==> config.mk <==
export PLATFORM = sky130hd
export DESIGN_NAME = scalar_kalman_filter
export DESIGN_NICKNAME = d
export VERILOG_FILES = /design/src/hdl/skf_pkg.sv /design/src/hdl/skf_ctrl.sv /design/src/hdl/skf_dp.sv /design/src/hdl/scalar_kalman_filter.sv
export SDC_FILE = /design/constraint.sdc
export NUM_CORES = 2
export LEC_CHECK = 0
export ABC_AREA = 1
export BUFFER_PORTS_ARGS = -buffer_cell sky130_fd_sc_hd__buf_2
export CAP_MARGIN = 15
export CORE_MARGIN = 3
export CORE_UTILIZATION = 45
export CTS_BUF_LIST = sky130_fd_sc_hd__clkbuf_8
export DETAILED_ROUTE_END_ITERATION = 7
export PLACE_DENSITY = 0.71
export SLEW_MARGIN = 15
export SYNTH_ARGS = -nofsm -noshare
export SYNTH_HDL_FRONTEND = slang
export SYNTH_SLANG_ARGS = --single-unit
==> constraint.sdc <==
create_clock -name clk -period 18.2 [get_ports clk]
set_input_delay 0.91 -clock clk [delete_from_list [all_inputs] [get_ports clk]]
set_output_delay 0.91 -clock clk [all_outputs]
set_load 0.01 [all_outputs]
==> src/hdl/skf_pkg.sv <==
package skf_pkg;

  localparam int unsigned CovW  = 31;
  localparam int unsigned EstW  = 32;
  localparam int unsigned GainW = 17;
  localparam int unsigned CfgW  = 32;
  localparam int unsigned CfgIdxW = 2;
  localparam int unsigned DivCntW = 5;

  localparam logic [CfgIdxW-1:0] REG_PROCESS_NOISE      = 2'd0;
  localparam logic [CfgIdxW-1:0] REG_MEASUREMENT_NOISE  = 2'd1;
  localparam logic [CfgIdxW-1:0] REG_INITIAL_ESTIMATE   = 2'd2;
  localparam logic [CfgIdxW-1:0] REG_INITIAL_COVARIANCE = 2'd3;

  localparam logic [CovW-1:0]  RST_PROCESS_NOISE      = 31'd6554;
  localparam logic [CovW-1:0]  RST_MEASUREMENT_NOISE  = 31'd65536;
  localparam logic [EstW-1:0]  RST_INITIAL_ESTIMATE   = 32'd0;
  localparam logic [CovW-1:0]  RST_INITIAL_COVARIANCE = 31'd65536;

  // gain of 1.0 in q1.16
  localparam logic [GainW-1:0] GAIN_ONE = 17'd65536;
  localparam logic [DivCntW-1:0] DIV_LAST_BIT = 5'd16;

  typedef enum logic [2:0] {
    ST_IDLE,
    ST_CHECK,
    ST_DIV,
    ST_MULX,
    ST_UPDX,
    ST_MULP,
    ST_UPDP,
    ST_FINISH
  } skf_state_t;

  typedef struct packed {
    logic accept;
    logic check;
    logic div_step;
    logic mul_x;
    logic upd_x;
    logic mul_p;
    logic upd_p;
    logic load_out;
  } skf_cmd_t;

  typedef struct packed {
    logic bad;
    logic sat;
    logic div_done;
    logic out_free;
  } skf_status_t;

endpackage

==> src/hdl/skf_ctrl.sv <==
module skf_ctrl import skf_pkg::*; (
  input  logic        clk,
  input  logic        rst_n,
  input  logic        in_valid,
  output logic        in_stall,
  input  skf_status_t status,
  output skf_cmd_t    cmd
);

  skf_state_t state_r, state_nxt;

  always_ff @(posedge clk) begin
    if (!rst_n) begin
      state_r <= ST_IDLE;
    end else begin
      state_r <= state_nxt;
    end
  end

  always_comb begin
    state_nxt = state_r;
    case (state_r)
      ST_IDLE: begin
        if (in_valid) state_nxt = ST_CHECK;
      end
      ST_CHECK: begin
        state_nxt = status.bad ? ST_FINISH : ST_DIV;
      end
      ST_DIV: begin
        if (status.div_done) state_nxt = ST_MULX;
      end
      ST_MULX: state_nxt = ST_UPDX;
      ST_UPDX: begin
        state_nxt = status.sat ? ST_FINISH : ST_MULP;
      end
      ST_MULP: state_nxt = ST_UPDP;
      ST_UPDP: state_nxt = ST_FINISH;
      ST_FINISH: begin
        if (status.out_free) state_nxt = ST_IDLE;
      end
      default: state_nxt = ST_IDLE;
    endcase
  end

  always_comb begin
    cmd = '0;
    in_stall = 1'b1;
    case (state_r)
      ST_IDLE: begin
        in_stall = 1'b0;
        cmd.accept = in_valid;
      end
      ST_CHECK:  cmd.check = 1'b1;
      ST_DIV:    cmd.div_step = 1'b1;
      ST_MULX:   cmd.mul_x = 1'b1;
      ST_UPDX:   cmd.upd_x = 1'b1;
      ST_MULP:   cmd.mul_p = 1'b1;
      ST_UPDP:   cmd.upd_p = 1'b1;
      ST_FINISH: cmd.load_out = status.out_free;
      default: begin
        cmd = '0;
      end
    endcase
  end

endmodule

==> src/hdl/skf_dp.sv <==
module skf_dp import skf_pkg::*; (
  input  logic                    clk,
  input  logic                    rst_n,
  input  logic                    cfg_we,
  input  logic [CfgIdxW-1:0]      cfg_index,
  input  logic [CfgW-1:0]         cfg_wdata,
  input  logic signed [EstW-1:0]  in_measurement,
  input  logic                    in_restart,
  output logic                    out_valid,
  input  logic                    out_stall,
  output logic signed [EstW-1:0]  out_estimate,
  output logic [GainW-1:0]        out_gain,
  output logic                    out_error,
  input  skf_cmd_t                cmd,
  output skf_status_t             status
);

  logic [CovW-1:0]  q_r, r_r, init_cov_r;
  logic [EstW-1:0]  init_est_r;

  logic [EstW-1:0]  x_r;
  logic [EstW-1:0]  p_r;
  logic             halted_r;
  logic [EstW-1:0]  z_r;
  logic             err_r;

  logic [EstW-1:0]  p1_r;
  logic [EstW-1:0]  den_r;
  logic [EstW:0]    rem_r;
  logic [GainW-1:0] k_r;
  logic [DivCntW-1:0] cnt_r;
  logic signed [51:0] prod_r;

  logic             out_valid_r;
  logic [EstW-1:0]  out_est_r;
  logic [GainW-1:0] out_gain_r;
  logic             out_err_r;

  // covariance plus process noise, then plus measurement noise
  logic [EstW-1:0]  p1_nxt;
  logic [EstW:0]    den_nxt;
  logic             bad;
  logic             rem_ge;
  logic [EstW:0]    rem_diff;
  logic [EstW:0]    diff;
  logic signed [17:0] mul_a;
  logic signed [33:0] mul_b;
  logic signed [51:0] prod_nxt;
  logic signed [51:0] prod_rnd;
  logic [33:0]      x_nxt;
  logic             sat;
  logic [GainW-1:0] one_minus_k;

  always_comb begin
    p1_nxt  = {1'b0, p_r[CovW-1:0]} + {1'b0, q_r};
    den_nxt = {1'b0, p1_nxt} + {2'b0, r_r};
    bad     = halted_r | p1_nxt[EstW-1] | (den_nxt == '0);

    rem_ge   = rem_r >= {1'b0, den_r};
    rem_diff = rem_ge ? (rem_r - {1'b0, den_r}) : rem_r;

    diff        = {z_r[EstW-1], z_r} - {x_r[EstW-1], x_r};
    one_minus_k = GAIN_ONE - k_r;
    if (cmd.mul_p) begin
      mul_a = $signed({1'b0, one_minus_k});
      mul_b = $signed({2'b0, p1_r});
    end else begin
      mul_a = $signed({1'b0, k_r});
      mul_b = $signed({diff[EstW], diff});
    end
    prod_nxt = mul_a * mul_b;

    // round to nearest, ties toward +inf
    prod_rnd = prod_r + 52'sd32768;
    x_nxt    = {{2{x_r[EstW-1]}}, x_r} + prod_rnd[49:16];
    sat      = (x_nxt[33:31] != 3'b000) && (x_nxt[33:31] != 3'b111);
  end

  always_ff @(posedge clk) begin
    if (!rst_n) begin
      q_r        <= RST_PROCESS_NOISE;
      r_r        <= RST_MEASUREMENT_NOISE;
      init_est_r <= RST_INITIAL_ESTIMATE;
      init_cov_r <= RST_INITIAL_COVARIANCE;
    end else if (cfg_we) begin
      case (cfg_index)
        REG_PROCESS_NOISE:      q_r        <= cfg_wdata[CovW-1:0];
        REG_MEASUREMENT_NOISE:  r_r        <= cfg_wdata[CovW-1:0];
        REG_INITIAL_ESTIMATE:   init_est_r <= cfg_wdata;
        REG_INITIAL_COVARIANCE: init_cov_r <= cfg_wdata[CovW-1:0];
        default: ;
      endcase
    end
  end

  // filter state
  always_ff @(posedge clk) begin
    if (!rst_n) begin
      x_r      <= RST_INITIAL_ESTIMATE;
      p_r      <= {1'b0, RST_INITIAL_COVARIANCE};
      halted_r <= 1'b0;
      err_r    <= 1'b0;
    end else begin
      if (cmd.accept && in_restart) begin
        x_r      <= init_est_r;
        p_r      <= {1'b0, init_cov_r};
        halted_r <= 1'b0;
      end
      if (cmd.check) begin
        err_r <= bad;
        if (bad) halted_r <= 1'b1;
      end
      if (cmd.upd_x) begin
        err_r <= sat;
        if (sat) begin
          halted_r <= 1'b1;
        end else begin
          x_r <= x_nxt[EstW-1:0];
        end
      end
      if (cmd.upd_p) p_r <= prod_r[47:16];
    end
  end

  // restoring divide, one quotient bit a cycle
  always_ff @(posedge clk) begin
    if (cmd.accept) z_r <= in_measurement;
    if (cmd.check) begin
      p1_r  <= p1_nxt;
      den_r <= den_nxt[EstW-1:0];
      rem_r <= {1'b0, p1_nxt};
      k_r   <= '0;
      cnt_r <= DIV_LAST_BIT;
    end
    if (cmd.div_step) begin
      k_r   <= {k_r[GainW-2:0], rem_ge};
      rem_r <= {rem_diff[EstW-1:0], 1'b0};
      cnt_r <= cnt_r - 5'd1;
    end
    if (cmd.mul_x || cmd.mul_p) prod_r <= prod_nxt;
  end

  // result register
  always_ff @(posedge clk) begin
    if (!rst_n) begin
      out_valid_r <= 1'b0;
    end else if (cmd.load_out) begin
      out_valid_r <= 1'b1;
    end else if (!out_stall) begin
      out_valid_r <= 1'b0;
    end
  end

  always_ff @(posedge clk) begin
    if (cmd.load_out) begin
      out_est_r  <= x_r;
      out_gain_r <= err_r ? '0 : k_r;
      out_err_r  <= err_r;
    end
  end

  assign status.bad      = bad;
  assign status.sat      = sat;
  assign status.div_done = (cnt_r == '0);
  assign status.out_free = !out_valid_r || !out_stall;

  assign out_valid    = out_valid_r;
  assign out_estimate = out_est_r;
  assign out_gain     = out_gain_r;
  assign out_error    = out_err_r;

endmodule

==> src/hdl/scalar_kalman_filter.sv <==
// one request at a time: an accepted request passes through check, the bit-serial divide
// for the gain, two multiply/update pairs and the result load; a request that errors out
// at check or at the estimate update, or finds the filter halted, goes straight to the result load
// no new request is taken until the current result has been loaded into the output register
// rst_n is synchronous: settings and filter state return to reset values, estimate 0, covariance 1.0,
// halt cleared, no result pending
module scalar_kalman_filter import skf_pkg::*; (
  input  logic                    clk,
  input  logic                    rst_n,
  input  logic                    cfg_we,
  input  logic [CfgIdxW-1:0]      cfg_index,
  input  logic [CfgW-1:0]         cfg_wdata,
  input  logic                    in_valid,
  output logic                    in_stall,
  input  logic signed [EstW-1:0]  in_measurement,
  input  logic                    in_restart,
  output logic                    out_valid,
  input  logic                    out_stall,
  output logic signed [EstW-1:0]  out_estimate,
  output logic [GainW-1:0]        out_gain,
  output logic                    out_error
);

  skf_cmd_t    cmd;
  skf_status_t status;

  skf_ctrl u_ctrl (
    .clk      (clk),
    .rst_n    (rst_n),
    .in_valid (in_valid),
    .in_stall (in_stall),
    .status   (status),
    .cmd      (cmd)
  );

  skf_dp u_dp (
    .clk            (clk),
    .rst_n          (rst_n),
    .cfg_we         (cfg_we),
    .cfg_index      (cfg_index),
    .cfg_wdata      (cfg_wdata),
    .in_measurement (in_measurement),
    .in_restart     (in_restart),
    .out_valid      (out_valid),
    .out_stall      (out_stall),
    .out_estimate   (out_estimate),
    .out_gain       (out_gain),
    .out_error      (out_error),
    .cmd            (cmd),
    .status         (status)
  );

endmodule

==> metrics.txt <==
main combinational cell family by area after synthesis=adder cells; row count=116; CP Max Fanout=19; Clock Pin Slew Worst Setup and Hold Paths=about 0.090 ns; reg2reg start=u_dp.k_r[0]$_SDFFCE_PN0P_; most frequent cell after synthesis=nand2_1; Syn Nets=between 6000 and 7000; Area Growth Syn to Fin=7.72%; CP endpoint kind=flip-flop; Post-CTS Setup Bufs=0; Seq cells post-synth=430; Avg WL per Cell=just over 20 microns; area of the core=101000 sq um; Crit Path Class=reg -> reg; GR Util All Layers=roughly 29%; Final HPWL DP=approximately 120000 microns; mux cell area share after synthesis=less than 1%; Least-Margin Pin Slew=between 1 and 1.5 ns; min-delay src=in_measurement[22]; area of the mapped netlist=roughly 46000 sq um; vias post-DR=~40000; Seq/Total Area, Yosys=23.9%; XOR/XNOR share of the synthesized area=under 10%; Post-Syn Instances=just under 6000; Buffers on Ports=roughly 120; worst rel slew slack=between 20% and 30%; DRC Markers=0; RSZ-0062 raised after global routing=no; Max H-tree Level=3; Setup TNS=0 ns; Yosys top cell area share=between 20% and 30%; placer congestion estimate=about 1; initial core utilization=a little under half; Tmin final=approximately 11 ns; final wirelength=154000 microns; Final ANT Viol Nets=0; Hold Path Sink=u_dp.z_r[22]$_DFFE_PP_; Commonest cells post-synth=nand2_1, inv_1, nor2_1; period utilization=between 50% and 60%; Clk Latency, worst-skew pair=about 0.74 ns; status=completed; drt pass-1 iters=8; first-pass GRT wire length=approximately 230000 microns; top post-synthesis cells by area=fa_1, edfxtp_1, nand2_1; CP Launch Type=flip-flop; Async SR Flop Fraction=0%; max_cap viols=0; largest net degree at the start of global routing=111; Root Driver=clkbuf_8; Main synth FF type=edfxtp_1; Peak Freq=0.0921 GHz; R2R setup slack=7.35 ns; die width=between 300 and 400 microns; initial antenna violation count=10; die area=between 100000 and 150000 sq um; vias per cell=around 5.4; Clock Sinks=430; Final Max Slew Viols=0; Crit path required time=between 15 and 20 ns; TritonCTS buffer count=78; Yosys cell types=a little under 60; post-synthesis simple-gate area fraction=approximately a fifth; layout cells sized above 1=6.49%; Top Ports=approximately 120; reg2reg end=u_dp.prod_r[47]$_DFFE_PP_; Syn Area/Cell=between 7 and 8 sq um; Hold Buf Count CTS=0; Synth Area in Compound Gates=between 9 and 10%; hold depth=1; final worst clock skew=~0.080 ns; DRT iter0 DRCs=between 3000 and 4000; die height=roughly 330 microns; min-delay worst type=in -> reg; R2R cell count=23; YS warnings=0; number of flops mapped to enable cells by yosys=roughly 240; Overflow after GRT=0; Critical Path AT=approximately 11 ns; final setup violation count=0; Clock Path Buffers=3; vias in the first global route=~40000; adder-cell share of the synthesized area=around 30%; CTS tree=built; CTS resizes=0; fin nets=6855; Yosys top cell by area=fa_1; final hold violation count=0
cell type report:
class | instances | area, sq um
Fill cell | 9955 | 51200
Tap cell | 1357 | 1700
Multi-Input combinational cell | 4148 | 29900
Inverter | 1155 | 4340
Clock inverter | 63 | 435
Sequential cell | 430 | 11000
Antenna cell | 9 | 22.5
Clock buffer | 80 | 1100
Timing Repair Buffer | 164 | 926
worst max-delay path by stage:
| stage | to | cells past startpoint | startpoint | slack (ns) |
|---|---|---|---|---|
| 3_5_place_dp | u_dp.prod_r[47]$_DFFE_PP_ | 29 | u_dp.k_r[0]$_SDFFCE_PN0P_ | 7.70 |
| 4_1_cts | u_dp.prod_r[47]$_DFFE_PP_ | 29 | u_dp.k_r[0]$_SDFFCE_PN0P_ | 7.61 |
| 5_1_grt | u_dp.prod_r[47]$_DFFE_PP_ | 29 | u_dp.k_r[0]$_SDFFCE_PN0P_ | 7.00 |
| 2_1_floorplan | u_dp.prod_r[44]$_DFFE_PP_ | 35 | u_dp.k_r[0]$_SDFFCE_PN0P_ | 10.71 |
| 6_report | u_dp.prod_r[47]$_DFFE_PP_ | 23 | u_dp.k_r[0]$_SDFFCE_PN0P_ | 7.35 |
| 3_3_place_gp | u_dp.prod_r[49]$_DFFE_PP_ | 27 | u_dp.k_r[0]$_SDFFCE_PN0P_ | 7.97 |
worst max-delay path: stages, from the launching register on:
cell and delay (ns):
edfxtp_1 1.00, clkinv_1 0.91, ha_1 0.52, nor2_1 0.20, xor2_2 0.89, clkinv_1 1.13, nand2_1 0.33, fa_1 0.37
inv_1 0.10, fa_1 1.07, fa_1 0.54, fa_1 0.49, inv_1 0.06, fa_1 0.60, inv_1 0.06, ha_1 0.43
nand2_1 0.11, nor2_1 0.17, inv_1 0.07, nor4_1 0.63, o21ai_0 0.19, nand3_1 0.33, a41oi_1 0.18, xor2_1 0.17
through the flow:
step / worst slack, ns / instances / utilization, % / hold WS [ns] / area [sq um]
CTS: 7.61 / 7397 / 49.1 / 0.282 / 49400
detailed placement: 7.70 / 7254 / 47.5 / 0.448 / 47800
global placement: 7.97 / 7254 / 47.5 / 0.440 / 47800
global route: 7.00 / 7400 / 49.1 / 0.307 / 49400
floorplan: 10.71 / 5900 / - / 0.406 / 45800
finish: 7.35 / 7406 / 49.1 / 0.345 / 49400
per-layer routing:
metal	vias up	GRT usage (%)	share of wire (%)
met2	1687	45.3	45
li1	18500	-	-
met3	434	5.69	8.9
met1	19300	37.2	40
met5	-	0	0.018
met4	4	15.9	6.3
kinds of logic (layout without fill, tap and decap cells):
logic type      after synthesis  in the layout
compound gates              800            800
other cells                   0              9
flops                       430            430
xor+xnor                    210            210
fa+ha+maj                   806            806
simple gates               2331           2331
mux                           1              1
buf+inv                    1322           1462
state kept, by name, indices dropped and copies added (netlist names), 3 cells and up:
name and cells:
u_dp.k_r 17, u_dp.prod_r 35, u_dp.init_est_r 32, u_dp.x_r 32, u_dp.cnt_r 5, u_dp.out_gain 17
u_ctrl.state_r 3, u_dp.rem_r 33, u_dp.r_r 31, u_dp.den_r 32, u_dp.q_r 31, u_dp.p_r 31
u_dp.p1_r 32, u_dp.z_r 32, u_dp.out_estimate 32, u_dp.init_cov_r 31
cells in the final DEF, fill, tap and decap left out, types with 9 or more instances in the layout:
master / Yosys / layout
a31oi_1: 45 / 45
clkbuf_8: 0 / 80
or2_2: 31 / 31
nor3_1: 68 / 68
buf_2: 27 / 122
clkinv_2: 0 / 11
nand4_1: 30 / 30
o211ai_1: 9 / 9
nand3b_1: 13 / 13
o21ai_1: 16 / 21
inv_1: 1130 / 1150
dfxtp_1: 195 / 195
a21oi_2: 25 / 25
o21ai_0: 291 / 284
ha_1: 277 / 277
diode_2: 0 / 9
o21ai_2: 14 / 15
nor4_1: 15 / 15
xor2_1: 116 / 111
fa_1: 529 / 529
a21oi_1: 322 / 321
o21bai_1: 19 / 19
nand2_1: 1157 / 1155
nand3_1: 190 / 190
nor2_1: 803 / 799
clkinv_1: 17 / 31
buf_4: 7 / 42
xnor2_1: 91 / 91
a21o_1: 16 / 16
edfxtp_1: 235 / 235
nand2_2: 8 / 10
Power is not shown: default switching activity piles up to over one toggle a cycle in this logic, so the estimate is an artifact.
